===== src/rtl/core/wrsp_pkg.sv =====
package wrsp_pkg;

   typedef enum logic [3:0] {
      PH_RIFF  = 4'd0,
      PH_SIZE  = 4'd1,
      PH_WAVE  = 4'd2,
      PH_ID    = 4'd3,
      PH_LEN   = 4'd4,
      PH_FMT   = 4'd5,
      PH_DATA  = 4'd6,
      PH_SKIP  = 4'd7,
      PH_DRAIN = 4'd8
   } phase_type;

   typedef enum logic [1:0] {
      KIND_DATA   = 2'd0,
      KIND_FORMAT = 2'd1,
      KIND_DONE   = 2'd2,
      KIND_ERROR  = 2'd3
   } kind_type;

   localparam logic [2:0] ERR_BAD_RIFF   = 3'd0;
   localparam logic [2:0] ERR_BAD_WAVE   = 3'd1;
   localparam logic [2:0] ERR_COMPRESSED = 3'd2;
   localparam logic [2:0] ERR_CHANNELS   = 3'd3;
   localparam logic [2:0] ERR_DEPTH      = 3'd4;
   localparam logic [2:0] ERR_TRUNCATED  = 3'd5;
   localparam logic [2:0] ERR_FMT_SIZE   = 3'd6;

   localparam logic [1:0] DEPTH_8  = 2'd0;
   localparam logic [1:0] DEPTH_16 = 2'd1;
   localparam logic [1:0] DEPTH_32 = 2'd2;

   // tags as little-endian words
   localparam logic [31:0] TAG_RIFF = 32'h4646_4952;
   localparam logic [31:0] TAG_WAVE = 32'h4556_4157;
   localparam logic [31:0] TAG_FMT  = 32'h2074_6D66;
   localparam logic [31:0] TAG_DATA = 32'h6174_6164;

   localparam int unsigned FMT_CHUNK_LENGTH = 16;
   localparam logic [15:0] FORMAT_PCM       = 16'd1;
   localparam logic [15:0] CHANNELS_MONO    = 16'd1;
   localparam logic [15:0] CHANNELS_STEREO  = 16'd2;
   localparam logic [15:0] BITS_8           = 16'd8;
   localparam logic [15:0] BITS_16          = 16'd16;
   localparam logic [15:0] BITS_32          = 16'd32;

   localparam int unsigned QUEUE_DEPTH = 4;

   typedef struct packed {
      kind_type    kind;
      logic [7:0]  sample_byte;
      logic        stereo;
      logic [31:0] sample_rate;
      logic [1:0]  depth_code;
      logic [2:0]  error_code;
      logic [31:0] total_bytes;
      logic        last;
   } result_type;

   // one accepted request: an optional result plus an optional done result
   typedef struct packed {
      logic        main_valid;
      result_type  main;
      logic        done_valid;
      logic [31:0] total;
   } entry_type;

endpackage


===== src/rtl/core/wrsp_front.sv =====
module wrsp_front
   import wrsp_pkg::*;
#(
   parameter int LENGTH_BITS = 32
) (
   input  logic      clock,
   input  logic      reset,
   input  logic      in_valid,
   output logic      in_ready,
   input  logic [7:0] in_byte,
   input  logic      in_last,
   input  logic      queue_full,
   output logic      entry_valid,
   output entry_type entry
);

   localparam logic [3:0] POS_FORMAT   = 4'd1;
   localparam logic [3:0] POS_CHANNELS = 4'd3;
   localparam logic [3:0] POS_RATE     = 4'd7;
   localparam logic [3:0] POS_BITS     = 4'd15;

   phase_type              phase_ff, phase_in, phase_step;
   logic [3:0]             count_ff, count_in, count_step;
   logic [31:0]            word_ff, word_in;
   logic                   is_fmt_ff, is_fmt_in;
   logic                   is_data_ff, is_data_in;
   logic [LENGTH_BITS-1:0] length_ff, length_in;
   logic                   stereo_ff, stereo_in;
   logic [31:0]            rate_ff, rate_in;
   logic [1:0]             depth_ff, depth_in;
   logic [31:0]            total_ff, total_in, total_step;

   logic                   fire;
   logic [31:0]            word_full;
   logic [15:0]            half;
   logic                   header;
   logic                   word_done;
   logic                   wide;
   logic                   field_end;
   logic [LENGTH_BITS-1:0] len_val;
   logic                   length_last;
   logic                   fail;
   logic [2:0]             fail_code;
   logic [1:0]             depth_sel;
   logic                   format_emit;
   logic                   data_emit;
   logic                   clean;
   logic                   truncated;

   assign in_ready = !queue_full;
   assign fire     = in_valid && in_ready;

   // decode of the incoming byte against the current phase
   always_comb begin
      word_full   = {in_byte, word_ff[31:8]};
      half        = {in_byte, word_ff[31:24]};
      header      = (phase_ff == PH_RIFF) || (phase_ff == PH_SIZE) || (phase_ff == PH_WAVE) ||
                    (phase_ff == PH_ID) || (phase_ff == PH_LEN);
      word_done   = header && (count_ff[1:0] == 2'd3);
      wide        = (count_ff >= 4'd4) && (count_ff < 4'd12);
      field_end   = wide ? (count_ff[1:0] == 2'd3) : count_ff[0];
      len_val     = word_full[LENGTH_BITS-1:0];
      length_last = (length_ff == {{(LENGTH_BITS-1){1'b0}}, 1'b1});
      if (half == BITS_8) begin
         depth_sel = DEPTH_8;
      end else if (half == BITS_16) begin
         depth_sel = DEPTH_16;
      end else begin
         depth_sel = DEPTH_32;
      end
      fail      = 1'b0;
      fail_code = ERR_BAD_RIFF;
      if (fire) begin
         unique case (phase_ff)
            PH_RIFF: begin
               if (word_done && (word_full != TAG_RIFF)) begin
                  fail      = 1'b1;
                  fail_code = ERR_BAD_RIFF;
               end
            end
            PH_WAVE: begin
               if (word_done && (word_full != TAG_WAVE)) begin
                  fail      = 1'b1;
                  fail_code = ERR_BAD_WAVE;
               end
            end
            PH_LEN: begin
               if (word_done && is_fmt_ff &&
                   (len_val != LENGTH_BITS'(FMT_CHUNK_LENGTH))) begin
                  fail      = 1'b1;
                  fail_code = ERR_FMT_SIZE;
               end
            end
            PH_FMT: begin
               if (field_end && (count_ff == POS_FORMAT) && (half != FORMAT_PCM)) begin
                  fail      = 1'b1;
                  fail_code = ERR_COMPRESSED;
               end
               if (field_end && (count_ff == POS_CHANNELS) &&
                   (half != CHANNELS_MONO) && (half != CHANNELS_STEREO)) begin
                  fail      = 1'b1;
                  fail_code = ERR_CHANNELS;
               end
               if (field_end && (count_ff == POS_BITS) &&
                   (half != BITS_8) && (half != BITS_16) && (half != BITS_32)) begin
                  fail      = 1'b1;
                  fail_code = ERR_DEPTH;
               end
            end
            default: begin
               fail = 1'b0;
            end
         endcase
      end
      format_emit = fire && (phase_ff == PH_FMT) && field_end && (count_ff == POS_BITS) && !fail;
      data_emit   = fire && (phase_ff == PH_DATA);
   end

   // next state
   always_comb begin
      phase_step = phase_ff;
      count_step = count_ff;
      word_in    = word_ff;
      is_fmt_in  = is_fmt_ff;
      is_data_in = is_data_ff;
      length_in  = length_ff;
      stereo_in  = stereo_ff;
      rate_in    = rate_ff;
      depth_in   = depth_ff;
      total_step = total_ff;
      if (fire) begin
         unique case (phase_ff)
            PH_RIFF, PH_SIZE, PH_WAVE, PH_ID, PH_LEN: begin
               word_in    = word_full;
               count_step = {2'b00, count_ff[1:0] + 2'd1};
               if (word_done) begin
                  unique case (phase_ff)
                     PH_RIFF: phase_step = PH_SIZE;
                     PH_SIZE: phase_step = PH_WAVE;
                     PH_WAVE: phase_step = PH_ID;
                     PH_ID: begin
                        is_fmt_in  = (word_full == TAG_FMT);
                        is_data_in = (word_full == TAG_DATA);
                        phase_step = PH_LEN;
                     end
                     default: begin
                        if (is_fmt_ff) begin
                           phase_step = PH_FMT;
                        end else if (len_val == '0) begin
                           phase_step = PH_ID;
                        end else begin
                           length_in  = len_val;
                           phase_step = is_data_ff ? PH_DATA : PH_SKIP;
                        end
                     end
                  endcase
               end
            end
            PH_FMT: begin
               word_in    = word_full;
               count_step = count_ff + 4'd1;
               if (field_end && (count_ff == POS_CHANNELS)) begin
                  stereo_in = half[1];
               end
               if (field_end && (count_ff == POS_RATE)) begin
                  rate_in = word_full;
               end
               if (field_end && (count_ff == POS_BITS)) begin
                  depth_in   = depth_sel;
                  phase_step = PH_ID;
                  count_step = 4'd0;
               end
            end
            PH_DATA: begin
               total_step = total_ff + 32'd1;
               length_in  = length_ff - {{(LENGTH_BITS-1){1'b0}}, 1'b1};
               if (length_last) begin
                  phase_step = PH_ID;
               end
            end
            PH_SKIP: begin
               length_in = length_ff - {{(LENGTH_BITS-1){1'b0}}, 1'b1};
               if (length_last) begin
                  phase_step = PH_ID;
               end
            end
            default: begin
               phase_step = phase_ff;
            end
         endcase
         if (fail) begin
            phase_step = PH_DRAIN;
         end
      end
      // rearm after the end-of-file request
      phase_in = phase_step;
      count_in = count_step;
      total_in = total_step;
      if (fire && in_last) begin
         phase_in = PH_RIFF;
         count_in = 4'd0;
         total_in = 32'd0;
      end
   end

   // result entry for the queue
   always_comb begin
      clean       = ((phase_step == PH_ID) && (count_step == 4'd0)) ||
                    (phase_step == PH_DATA) || (phase_step == PH_SKIP);
      truncated   = fire && in_last && (phase_step != PH_DRAIN) && !clean;
      entry       = '0;
      entry.total = total_step;
      if (fail) begin
         entry.main_valid      = 1'b1;
         entry.main.kind       = KIND_ERROR;
         entry.main.error_code = fail_code;
      end else if (data_emit) begin
         entry.main_valid       = 1'b1;
         entry.main.kind        = KIND_DATA;
         entry.main.sample_byte = in_byte;
      end else if (format_emit) begin
         entry.main_valid       = 1'b1;
         entry.main.kind        = KIND_FORMAT;
         entry.main.stereo      = stereo_ff;
         entry.main.sample_rate = rate_ff;
         entry.main.depth_code  = depth_sel;
      end else if (truncated) begin
         entry.main_valid      = 1'b1;
         entry.main.kind       = KIND_ERROR;
         entry.main.error_code = ERR_TRUNCATED;
      end
      entry.done_valid = fire && in_last;
      entry_valid      = fire && (entry.main_valid || entry.done_valid);
   end

   always_ff @(posedge clock) begin
      if (reset) begin
         phase_ff <= PH_RIFF;
         count_ff <= 4'd0;
         total_ff <= 32'd0;
      end else begin
         phase_ff <= phase_in;
         count_ff <= count_in;
         total_ff <= total_in;
      end
   end

   always_ff @(posedge clock) begin
      word_ff    <= word_in;
      is_fmt_ff  <= is_fmt_in;
      is_data_ff <= is_data_in;
      length_ff  <= length_in;
      stereo_ff  <= stereo_in;
      rate_ff    <= rate_in;
      depth_ff   <= depth_in;
   end

   a_drain_reports_error: assert property (@(posedge clock) disable iff (reset)
      (fire && (phase_step == PH_DRAIN) && (phase_ff != PH_DRAIN)) |->
      (entry_valid && entry.main_valid && (entry.main.kind == KIND_ERROR)))
      else $error("error phase entered without an error result");

endmodule


===== src/rtl/core/wrsp_queue.sv =====
module wrsp_queue
   import wrsp_pkg::*;
(
   input  logic      clock,
   input  logic      reset,
   input  logic      push,
   input  entry_type push_entry,
   output logic      full,
   input  logic      pop,
   output logic      not_empty,
   output entry_type head
);

   localparam int IDX_BITS = $clog2(QUEUE_DEPTH);
   localparam int CNT_BITS = $clog2(QUEUE_DEPTH + 1);

   entry_type            slot_ff [QUEUE_DEPTH];
   logic [IDX_BITS-1:0]  wr_ptr_ff, wr_ptr_in;
   logic [IDX_BITS-1:0]  rd_ptr_ff, rd_ptr_in;
   logic [CNT_BITS-1:0]  count_ff, count_in;

   assign full      = (count_ff == CNT_BITS'(QUEUE_DEPTH));
   assign not_empty = (count_ff != '0);
   assign head      = slot_ff[rd_ptr_ff];

   always_comb begin
      wr_ptr_in = wr_ptr_ff;
      rd_ptr_in = rd_ptr_ff;
      count_in  = count_ff;
      if (push) begin
         wr_ptr_in = (wr_ptr_ff == IDX_BITS'(QUEUE_DEPTH - 1)) ? '0 : wr_ptr_ff + 1'b1;
      end
      if (pop) begin
         rd_ptr_in = (rd_ptr_ff == IDX_BITS'(QUEUE_DEPTH - 1)) ? '0 : rd_ptr_ff + 1'b1;
      end
      if (push && !pop) begin
         count_in = count_ff + 1'b1;
      end else if (pop && !push) begin
         count_in = count_ff - 1'b1;
      end
   end

   always_ff @(posedge clock) begin
      if (reset) begin
         wr_ptr_ff <= '0;
         rd_ptr_ff <= '0;
         count_ff  <= '0;
      end else begin
         wr_ptr_ff <= wr_ptr_in;
         rd_ptr_ff <= rd_ptr_in;
         count_ff  <= count_in;
      end
   end

   always_ff @(posedge clock) begin
      if (push) begin
         slot_ff[wr_ptr_ff] <= push_entry;
      end
   end

   a_no_overflow: assert property (@(posedge clock) disable iff (reset)
      push |-> !full)
      else $error("queue written while full");

   a_no_underflow: assert property (@(posedge clock) disable iff (reset)
      pop |-> not_empty)
      else $error("queue read while empty");

endmodule


===== src/rtl/core/wrsp_back.sv =====
module wrsp_back
   import wrsp_pkg::*;
(
   input  logic       clock,
   input  logic       reset,
   input  logic       not_empty,
   input  entry_type  head,
   output logic       pop,
   output logic       out_valid,
   input  logic       out_ready,
   output result_type out_result
);

   entry_type cur_ff, cur_in;
   logic      main_pend_ff, main_pend_in;
   logic      done_pend_ff, done_pend_in;
   logic      fire;
   logic      main_left;
   logic      done_left;

   assign out_valid = main_pend_ff || done_pend_ff;
   assign fire      = out_valid && out_ready;

   always_comb begin
      out_result = '0;
      if (main_pend_ff) begin
         out_result = cur_ff.main;
      end else begin
         out_result.kind        = KIND_DONE;
         out_result.total_bytes = cur_ff.total;
         out_result.last        = 1'b1;
      end
   end

   // send the main result first, then the done result; refill as the last one goes
   always_comb begin
      main_left    = main_pend_ff && !fire;
      done_left    = done_pend_ff && !(fire && !main_pend_ff);
      pop          = not_empty && !main_left && !done_left;
      cur_in       = cur_ff;
      main_pend_in = main_left;
      done_pend_in = done_left;
      if (pop) begin
         cur_in       = head;
         main_pend_in = head.main_valid;
         done_pend_in = head.done_valid;
      end
   end

   always_ff @(posedge clock) begin
      if (reset) begin
         main_pend_ff <= 1'b0;
         done_pend_ff <= 1'b0;
      end else begin
         main_pend_ff <= main_pend_in;
         done_pend_ff <= done_pend_in;
      end
   end

   always_ff @(posedge clock) begin
      cur_ff <= cur_in;
   end

   a_pop_has_work: assert property (@(posedge clock) disable iff (reset)
      pop |-> (head.main_valid || head.done_valid))
      else $error("queue entry carries no result");

endmodule


===== src/rtl/core/wav_riff_stream_parser.sv =====
// WAV (RIFF/WAVE, PCM) header parser and payload extractor.
// Request channel (req_*): one file byte per request in req_tdata, req_tlast on the
// final byte of the file. Result channel (rsp_*): rsp_tuser gives the kind (data byte,
// format info, done, error), rsp_tdata the fields, rsp_tlast marks the done result.
// A front stage decodes each byte against the header/chunk state and writes at most
// one queue entry (an optional result plus an optional done result). A back stage
// drains the four-entry queue into the output register.
// Throughput: one request per cycle while the queue is not full. A data byte gives
// one result per cycle while the receiver is ready; a last byte that also yields a
// data byte, format info or an error gives two results, the main one, then the done
// one. Each result is written to the queue, then moved into the output register.
// When the receiver stalls, the output holds and the queue fills; req_tready drops
// while the queue is full. After an error the block drops bytes until req_tlast.
// Reset (synchronous) empties the queue and the output and expects a RIFF tag next;
// each last byte also rearms the parser for a new file.
module wav_riff_stream_parser
   import wrsp_pkg::*;
#(
   parameter int LENGTH_BITS = 32
) (
   input  logic        clock,
   input  logic        reset,
   input  logic        req_tvalid,
   output logic        req_tready,
   input  logic [7:0]  req_tdata,   // [7:0] stream_byte
   input  logic        req_tlast,   // end_of_file
   output logic        rsp_tvalid,
   input  logic        rsp_tready,
   output logic [79:0] rsp_tdata,   // sample_byte, stereo, sample_rate, depth_code,
                                    // error_code, total_bytes, zero fill
   output logic [1:0]  rsp_tuser,   // [1:0] kind
   output logic        rsp_tlast    // last
);

   logic       push;
   entry_type  push_entry;
   logic       full;
   logic       pop;
   logic       not_empty;
   entry_type  head;
   result_type result;

   wrsp_front #(
      .LENGTH_BITS(LENGTH_BITS)
   ) u_front (
      .clock      (clock),
      .reset      (reset),
      .in_valid   (req_tvalid),
      .in_ready   (req_tready),
      .in_byte    (req_tdata),
      .in_last    (req_tlast),
      .queue_full (full),
      .entry_valid(push),
      .entry      (push_entry)
   );

   wrsp_queue u_queue (
      .clock     (clock),
      .reset     (reset),
      .push      (push),
      .push_entry(push_entry),
      .full      (full),
      .pop       (pop),
      .not_empty (not_empty),
      .head      (head)
   );

   wrsp_back u_back (
      .clock     (clock),
      .reset     (reset),
      .not_empty (not_empty),
      .head      (head),
      .pop       (pop),
      .out_valid (rsp_tvalid),
      .out_ready (rsp_tready),
      .out_result(result)
   );

   assign rsp_tdata = {2'b00, result.total_bytes, result.error_code, result.depth_code,
                       result.sample_rate, result.stereo, result.sample_byte};
   assign rsp_tuser = result.kind;
   assign rsp_tlast = result.last;

endmodule


===== config.mk =====
export PLATFORM = sky130hd
export DESIGN_NAME = wav_riff_stream_parser
export DESIGN_NICKNAME = d
export VERILOG_FILES = /design/src/rtl/core/wrsp_pkg.sv /design/src/rtl/core/wrsp_front.sv /design/src/rtl/core/wrsp_queue.sv /design/src/rtl/core/wrsp_back.sv /design/src/rtl/core/wav_riff_stream_parser.sv
export SDC_FILE = /design/constraint.sdc
export NUM_CORES = 1
export LEC_CHECK = 0
export BUFFER_PORTS_ARGS = -buffer_cell sky130_fd_sc_hd__buf_2
export CELL_PAD_IN_SITES_DETAIL_PLACEMENT = 1
export CELL_PAD_IN_SITES_GLOBAL_PLACEMENT = 1
export CORE_ASPECT_RATIO = 1.2
export CORE_MARGIN = 2
export CORE_UTILIZATION = 40
export CTS_CLUSTER_DIAMETER = 200
export DETAILED_ROUTE_END_ITERATION = 6
export PLACE_DENSITY_LB_ADDON = 0.25
export SLEW_MARGIN = 15
export SYNTH_ARGS = -nofsm -noshare
export SYNTH_HDL_FRONTEND = slang
export SYNTH_SLANG_ARGS = --single-unit

===== constraint.sdc =====
create_clock -name clock -period 8.04 [get_ports clock]
set_input_delay 1.608 -clock clock [delete_from_list [all_inputs] [get_ports clock]]
set_output_delay 1.608 -clock clock [all_outputs]
set_load 0.05 [all_outputs]

* Word-level counts from Yosys, hierarchy flattened
Memory sizes are Yosys's and may differ from the RTL's. A register that Yosys moved wholly into a read port is not among the register bits. Cells that the tools add are included.
Word-level totals: register bits after elaboration 261, memory bits (writable) 328, memories 1
Memory list:
- u_queue.slot_ff | depth 4, bits a word 82, read ports 1, clocked after Yosys merged registers in 1, wr ports 1, RTL line wrsp_queue.sv:17 | entry_type slot_ff [QUEUE_DEPTH];
Operators by class: $add $sub $neg 8, $lt $le $gt $ge 2, equal/unequal tests 36, multiplexer cells 62, reductions and logical operators 69
Operator list (number):
- two-way mux 32 bit | 6
- != test 32 x 31 -> 1 bit, second input constant | 2
- case mux 32 bit (2 select lines) | 1
- two-way mux 46 bit | 1
- two-way mux 43 bit | 1
- two-way mux 38 bit | 1
- two-way mux 3 bit | 12
- two-way mux 4 bit | 9
- logical AND 1 bit | 35
- two-way mux 35 bit | 1
- two-way mux 33 bit | 1
- adder 32 x 1 -> 32 bit, second input constant | 1
- equality test 32 x 1 -> 1 bit, second input constant | 1
- equality test 32 x 30 -> 1 bit, second input constant | 1
- equality test 32 x 31 -> 1 bit, second input constant | 1
- logical NOT 32 bit | 1
- != test 32 x 5 -> 1 bit, second input constant | 1
- subtractor 32 x 1 -> 32 bit, second input constant | 1
- equality test 4 x 3 -> 1 bit, second input constant | 7
- two-way mux 2 bit | 9
- equality test 16 x 4 -> 1 bit, second input constant | 1
- equality test 16 x 5 -> 1 bit, second input constant | 1
- equality test 4 x 2 -> 1 bit, second input constant | 4
- != test 16 x 1 -> 1 bit, second input constant | 1
- 37 further kinds | 77

* Depth between registers and ports, before layout
Gate-level depths: netlist of the first run.
depth in word-level cells 29, mapped depth 16, mapped depth without buffers 15

* Modules after synthesis
Synthesis of the first run repeated with hierarchy kept, for this count alone.
Unflattened totals: cell total of the unflattened synthesis 1570, area total of the unflattened synthesis 28501.1 µm²
Modules (own cells, without submodules):
- wrsp_queue | times used 1, cells each 645, area each 17011.3 µm², sequential area each 13993.4 µm²
- wrsp_front | times used 1, cells each 705, area each 7080.5 µm², sequential area each 3533.4 µm²
- wrsp_back | times used 1, cells each 217, area each 4390.5 µm², sequential area each 3433.3 µm²
- wav_riff_stream_parser | times used 1, cells each 3, area each 18.8 µm², sequential area each 0.0 µm²

* Least setup slack after synthesis of the first run
Ideal clock, no wire load.
path kind in2reg, start input req_tvalid, end memory u_queue.slot_ff[0][0] (netlist bit), enable pin, library setup time 0.533 ns, arrival time 6.935 ns, path slack 0.571 ns, stages on the path 8, cell sequence nand3_1 a21o_1 inv_1 o21ai_0 a31o_1 and4_1 buf_2 nor2b_1
On the way: cells in the longest elaborated chain, start to end 18, elaborated cells between the ends (all ways) 31, those cells by class eq/ne: 4; mux: 10; reduce/logical: 17
RTL lines:
- start: declaration | RTL line wav_riff_stream_parser.sv:23 | input logic req_tvalid,
- logical AND 1 bit * | RTL line wrsp_front.sv:51 | assign fire = in_valid && in_ready;
- two-way mux 1 bit | RTL line wrsp_front.sv:73 | if (fire) begin
- two-way mux 4 bit | RTL line wrsp_front.sv:191 | if (fail) begin
- two-way mux 4 bit | RTL line wrsp_front.sv:131 | if (fire) begin
- equality test 4 x 2 -> 1 bit | RTL line wrsp_front.sv:208 | clean = ((phase_step == PH_ID) && (count_step == 4'd0)) ||
- logical AND 1 bit | RTL line wrsp_front.sv:208
- logical OR 1 bit | RTL line wrsp_front.sv:208
- logical OR 1 bit | RTL line wrsp_front.sv:209 | (phase_step == PH_DATA) || (phase_step == PH_SKIP);
- [2 not listed]
- two-way mux 3 bit | RTL line wrsp_front.sv:227 | end else if (truncated) begin
- two-way mux 3 bit | RTL line wrsp_front.sv:221 | end else if (format_emit) begin
- two-way mux 3 bit | RTL line wrsp_front.sv:217 | end else if (data_emit) begin
- two-way mux 3 bit | RTL line wrsp_front.sv:213 | if (fail) begin
- logical OR 1 bit | RTL line wrsp_front.sv:233 | entry_valid = fire && (entry.main_valid || entry.done_valid);
- logical AND 1 bit * | RTL line wrsp_front.sv:233
- two-way mux 1 bit * | RTL line wrsp_queue.sv:56 | if (push) begin
- two-way mux 1 bit (not written as such) * | RTL line wrsp_queue.sv:57 | slot_ff[wr_ptr_ff] <= push_entry;
- end: declaration | RTL line wrsp_queue.sv:17
Mark *: on every way between the ends. The rest lies on a longest branch, timed or not.

* Worst setup path after layout of the first run
start input req_tvalid, end memory u_queue.slot_ff[2][0] (netlist bit), enable pin
The elaborated chain is that of the path after synthesis.

==> results of run 1 <==
layer usage:
| metal | part of all wire [%] | wire, um | vias to the layer above |
|---|---|---|---|
| li1 | - | - | 5236 |
| met1 | 43 | 20510 | 5886 |
| met2 | 51 | 24690 | 202 |
| met3 | 3.2 | 1522 | 69 |
| met4 | 2.6 | 1269 | 0 |
| met5 | 0 | 0 | - |
power groups by stage:
| stage | Clock (mW) | Combinational (mW) | Sequential [mW] |
|---|---|---|---|
| 4_1_cts | 2.65 | 1.75 | 3.75 |
| 5_1_grt | 2.76 | 1.83 | 3.78 |
| 6_report | 2.59 | 1.71 | 3.73 |
| 3_3_place_gp | 0 | 1.73 | 3.80 |
| 3_5_place_dp | 0 | 1.75 | 3.81 |
| 2_1_floorplan | 0 | 1.38 | 3.68 |
state kept, by name, summed over array words and instances (netlist names), named ones only:
| register | flops |
|---|---|
| u_front.is_fmt_ff | 1 |
| u_back.cur_ff | 80 |
| u_front.stereo_ff | 1 |
| u_front.is_data_ff | 1 |
| u_back.main_pend_ff | 1 |
| u_back.done_pend_ff | 1 |
| u_front.length_ff | 32 |
| u_front.word_ff | 24 |
| u_front.rate_ff | 32 |
| u_front.phase_ff | 4 |
| u_front.total_ff | 32 |
| u_queue.slot_ff | 328 |
| u_queue.count_ff | 3 |
| u_queue.wr_ptr_ff | 2 |
| u_queue.rd_ptr_ff | 2 |
| u_front.count_ff | 4 |
final cells by class:
| type | instances | area, sq um | area share [%] |
|---|---|---|---|
| Sequential cell | 550 | 16010 | 63.81 |
| Multi-Input combinational cell | 687 | 5649 | 22.51 |
| Clock buffer | 67 | 1461 | 5.823 |
| Tap cell | 720 | 900.9 | 3.590 |
| Timing Repair Buffer | 109 | 618.1 | 2.463 |
| Clock inverter | 34 | 359.1 | 1.431 |
| Inverter | 25 | 93.84 | 0.3739 |
stage by stage:
step           std cells  cell area [sq um]  setup slack [ns]  hold slack [ns]  util, %
2_1_floorplan       1316              21940            0.5714           0.4430        -
3_3_place_gp        2091              23280             2.390           0.4947    42.65
3_5_place_dp        2091              23280             2.293           0.5079    42.65
4_1_cts             2192              25100             2.924           0.5182    45.99
5_1_grt             2192              25100             2.618           0.5521    45.99
6_report            2192              25100             2.977           0.5165    45.99
path summary, 6_finish.rpt:
| check | start | endpoint |
|---|---|---|
| max | req_tvalid | u_queue.slot_ff[2][0] |
| min | u_queue.count_ff[2] | u_queue.count_ff[2] |
| max reg2reg | u_queue.count_ff[0] | u_queue.slot_ff[2][0] |
| min reg2reg | u_queue.count_ff[2] | u_queue.count_ff[2] |
cells in the final DEF, fill, tap and decap left out, types with 9 or more instances in the layout:
| master | synthesis | routed |
|---|---|---|
| buf_2 | 3 | 95 |
| nor3_1 | 25 | 24 |
| xor2_1 | 22 | 22 |
| o21ai_0 | 44 | 44 |
| and2_1 | 89 | 89 |
| edfxtp_1 | 499 | 499 |
| clkbuf_16 | 0 | 55 |
| nand4_1 | 15 | 15 |
| or4_1 | 9 | 9 |
| mux4_2 | 82 | 82 |
| ha_1 | 14 | 14 |
| nor4_1 | 13 | 12 |
| nand3_1 | 24 | 24 |
| dfxtp_1 | 51 | 48 |
| nor2b_1 | 79 | 75 |
| a21oi_1 | 21 | 21 |
| nor2_1 | 51 | 50 |
| nand2_1 | 69 | 69 |
| clkinv_1 | 0 | 15 |
| buf_4 | 3 | 11 |
| inv_1 | 25 | 25 |
| and3_1 | 12 | 12 |
| xnor2_1 | 40 | 40 |
worst max-delay path: cells and delay by family:
kind	cells	cell delay, ns
simple gates	3	1.14
compound gates	3	0.97
buf+inv	3	1.51
cells by family (layout without fill, tap and decap cells):
group / after synthesis / after routing / share of synthesized area [%]
XOR/XNOR: 62 / 62 / 2.475
flip-flops: 550 / 550 / 72.96
buffers and inverters: 79 / 235 / 1.523
adder cells (fa/ha/maj): 16 / 16 / 0.9354
AO/OA/AOI/OAI: 92 / 92 / 2.481
multiplexers: 85 / 85 / 8.556
other: 1 / 2 / 0.01710
AND/OR/NAND/NOR: 430 / 430 / 11.05
==> results.cfg, run 1 <==
[floorplanning]
start_util_pct = 40.20
die-area_sq_um = 56740
rows = 94
fp.dieW_um = 217.8
die_h_um = 260.5
ios = 98
coreArea_sq_um = 54570

[synth]
ys_ff_latch = 550
synth.cell_area_sq_um = 21940
synth_cell_type_count = 63
synthTopCellsByArea = edfxtp_1 (68%), mux4_2 (8.4%), dfxtp_1 (4.7%), and2_1 (2.5%), nor2b_1 (2.3%)
ys_async_sr_fraction_pct = 0
synthCells = 1315
yosysSeqAreaShare_pct = 72.96
yosys_warnings = 0
ys_top_cells_by_count = edfxtp_1 (499), and2_1 (89), mux4_2 (82)
avgSynthCellArea_sq_um = 16.68
yosys.area.top_type = edfxtp_1
yosysMostFrequentCell = edfxtp_1
synth_ff_type = edfxtp_1
synth-edff-count = 499
yosysTopAreaCellShare_pct = 68.31

[timing]
max_freq_mhz = 197.5
min_period_ns = 5.063
finalHoldViolCount = 0
rsz0062_at_grt = no
period_share_pct = 62.97
skew_ns = 0.02291
finalMaxSlewViolations = 0
setup_viol = 0
tightest_slew_ns = 1.051
max_slew_margin_pct = 29.95
fin_tns_setup_ns = 0

[grt]
grt_use_met1_pct = 21.88
grt_max_degree = 85
grt-ovfl-total = 0
antenna_found_initial = 1
grt_pass1_wl_um = 74220
grt.total_usage_pct = 17.20
busiest_layer = met2
use_met3_pct = 2.226
gr-usage-met2_pct = 30.33
grt_pass1_vias = 12230

[place]
portBuffers = 95
place.gp.congestion = 0.8437
dp_hpwl_um = 30500

[power_and_ir_drop]
p_clk_share_pct = 32.2
power.internal_mw = 5.587
p_leak_nw = 8.858
p_comb_share_pct = 21.3
p_sw_share_pct = 30.43
power.density_nw_per_um2 = 320.0
seqPwrFrac_pct = 46.5
peakVddDrop_mv = 0.1835
switching_power_mw = 2.443
finalPower_mw = 8.030

[min_path]
hold_depth = 2
hold_class = register to register

[final_layout]
area_delta_synth_final_pct = 14.41
drive_gt1_share_pct = 19.63
fin_nets = 1455
fillers = 5276
diodes = 0

[clocking]
post_cts_resized = 0
cts.clk_slew.worst_paths_ns = 0.06
cts_buffers = 54
clock_latency_ns = 0.61
cts-root-buf = clkbuf_16
numClockSinks = 550
cts_tree = built
postCtsSetupBuffers = 0
ctsLongestPathBuffers = 3
htree_num_levels = 2
holdBufCountCts = 0

[route]
route.detailed.drc = 0
ant_nets = 0
avgRoutedWirePerCell_um = 21.90
drtIter0Drc = 745
vias = 11390
vias_per_cell = 5.198
wl_um = 48000
firstDrtPassIters = 5

[critical_path]
slowest_stage = inv_1
rr_worst_depth = 9
ff2ff_setup_slack_ns = 3.35
path_cells = buf_2 > nand3_1 > a21o_1 > inv_1 > o21ai_0 > a31o_1 > and4_1 > nor2b_4 > buf_4
crit_type = input port to register
start_kind = input port
path_max_fanout = 38
worstPathArrival_ns = 5.29
endpoint_kind = register
crit_path_max_incr_delay_ns = 0.77
crit_required_ns = 8.27

[outcome]
status = complete, no violations

[run]
maxCapViolations = 0
(Power assumes the default switching activity.)
==> run 2: changes to the inputs <==
==> constraint.sdc (replaced) <==
create_clock -name clock -period 4.1 [get_ports clock]
set_input_delay 0.82 -clock clock [delete_from_list [all_inputs] [get_ports clock]]
set_output_delay 0.82 -clock clock [all_outputs]
set_load 0.05 [all_outputs]
==> run 2 against run 1 <==
Compared with the run above:
- first-iteration DRC count shrank 2.0%
- core utilization is 0.66 points higher
- hold slack worse by 0.0070 ns
- global-route usage rose by 0.11 points
- power up 96%
- critical path depth increased by 4
- worst setup slack got worse by 2.4 ns
- sequential share of layout area shrank 0.90 points
- largest cell class unchanged
- largest power group unchanged
==> results.cfg, run 2 (synthesis results as in run 1) <==
[route]
vias_per_cell = 5.201
firstDrtPassIters = 5
drtIter0Drc = 730
avgRoutedWirePerCell_um = 21.60
vias = 11560
route.detailed.drc = 0
wl_um = 48030
ant_nets = 0

[timing]
rsz0062_at_grt = no
finalHoldViolCount = 0
min_period_ns = 3.540
max_freq_mhz = 282.5
period_share_pct = 86.34
skew_ns = 0.02438
max_slew_margin_pct = 25.45
tightest_slew_ns = 1.118
fin_ws_ns = 0.5600
setup_viol = 0
fin_tns_setup_ns = 0
finalMaxSlewViolations = 0

[final_layout]
diodes = 0
fin_nets = 1486
fillers = 5298
finish.instance_area_sq_um = 25460
area_delta_synth_final_pct = 16.05
regMostFlops = u_queue.slot_ff
layout_commonest_cell = edfxtp_1
final_cell_mix = edfxtp_1 (499), buf_2 (95), and2_1 (89)
drive_gt1_share_pct = 21.96
largest_register_ffs = 328
largestRegisters = u_queue.slot_ff x328, u_back.cur_ff x80

[grt]
grt.total_usage_pct = 17.31
antenna_found_initial = 0
grt-ovfl-total = 0
grt_pass1_vias = 12550
grt_pass1_wl_um = 74790
grt_max_degree = 77

[clocking]
cts_tree = built
cts.clk_slew.worst_paths_ns = 0.06
ctsLongestPathBuffers = 3
cts-root-buf = clkbuf_16
numClockSinks = 550
postCtsSetupBuffers = 0
post_cts_resized = 0
cts_buffers = 54
clock_latency_ns = 0.61
htree_num_levels = 2
holdBufCountCts = 0

[place]
dp_hpwl_um = 32010
postPlaceCellArea_sq_um = 23630
portBuffers = 95
dpl_worst_slack_ns = 0.01627
place.gp.congestion = 0.8812

[min_path]
hold-path-endpoint = u_queue.count_ff[2]
hold_class = register to register
hold_depth = 2
hold_start = u_queue.count_ff[2]

[critical_path]
endpoint_kind = register
rr_worst_depth = 13
crit_required_ns = 4.62
start_kind = register
path_max_fanout = 5
crit_type = register to register
worstPathArrival_ns = 4.06
worstReg2RegStart = u_front.word_ff[17]
ff2ff_setup_slack_ns = 0.56
rr_endpoint = u_queue.count_ff[2]

[floorplanning]
rows = 94
coreArea_sq_um = 54570
start_util_pct = 40.20
ios = 98
die-area_sq_um = 56740
fp.dieW_um = 217.8
die_h_um = 260.5

[power_and_ir_drop]
power.density_nw_per_um2 = 618.0
peakVddDrop_mv = 0.3964
p_leak_nw = 9.050

[outcome]
status = complete, no violations

[run]
maxCapViolations = 0
-- run 2: layout make-up --
class | instances | area (sq um) | area share, %
tap | 720 | 900.9 | 3.539
sequential | 550 | 16010 | 62.91
timing repair buffer | 140 | 963.4 | 3.785
clock buffer | 74 | 1579 | 6.203
inverter | 25 | 97.59 | 0.3834
multi-input combinational | 687 | 5653 | 22.21
clock inverter | 27 | 249.0 | 0.9781
-- run 2: metrics by stage --
step	util, %	cells	hold slack, ns	power, mW
2_1_floorplan	-	1316	0.4430	9.872
3_3_place_gp	43.30	2122	0.4960	10.90
3_5_place_dp	43.30	2122	0.5047	10.95
4_1_cts	46.65	2223	0.4926	15.98
5_1_grt	46.65	2223	0.5089	16.37
6_report	46.65	2223	0.5095	15.73
-- run 2: layer usage --
metal | vias up | wire, um | global-route usage (%)
met1 | 5915 | 19940 | 21.49
met3 | 105 | 1649 | 2.459
met5 | - | 0 | 0
met4 | 0 | 1752 | 6.954
met2 | 233 | 24680 | 30.52
li1 | 5308 | - | -
-- run 2: power breakdown --
group,switching (mW),total (mW),internal [mW]
registers,0.469,7.40,6.93
logic,2.22,3.32,1.10
clock network,2.12,5.01,2.89
total,4.81,15.7,10.9
-- run 2: worst max-delay path: stages, from the launching register on --
cell      delay (ns)
edfxtp_1        0.48
or2_1           0.28
or4_1           0.53
a2111o_1        0.48
a21oi_1         0.18
a31o_1          0.24
and4_1          0.22
inv_1           0.05
ha_1            0.21
inv_1           0.09
fa_1            0.19
xor2_1          0.07
or3_1           0.30
a21oi_1         0.13
-- run 2: worst max path at each step --
stage / start / end / slack, ns / cells past startpoint
final: u_front.word_ff[17] / u_queue.count_ff[2] / 0.56 / 13
after global routing: u_front.count_ff[2] / u_queue.slot_ff[1][79] / 0.32 / 11
after CTS: u_front.count_ff[2] / u_queue.slot_ff[1][79] / 0.55 / 11
after detailed placement: req_tdata[3] / u_queue.count_ff[2] / 0.02 / 14
after global placement: req_tdata[3] / u_queue.count_ff[2] / 0.04 / 14
after floorplan: u_queue.count_ff[0] / u_queue.slot_ff[0][0] / 0.11 / 10
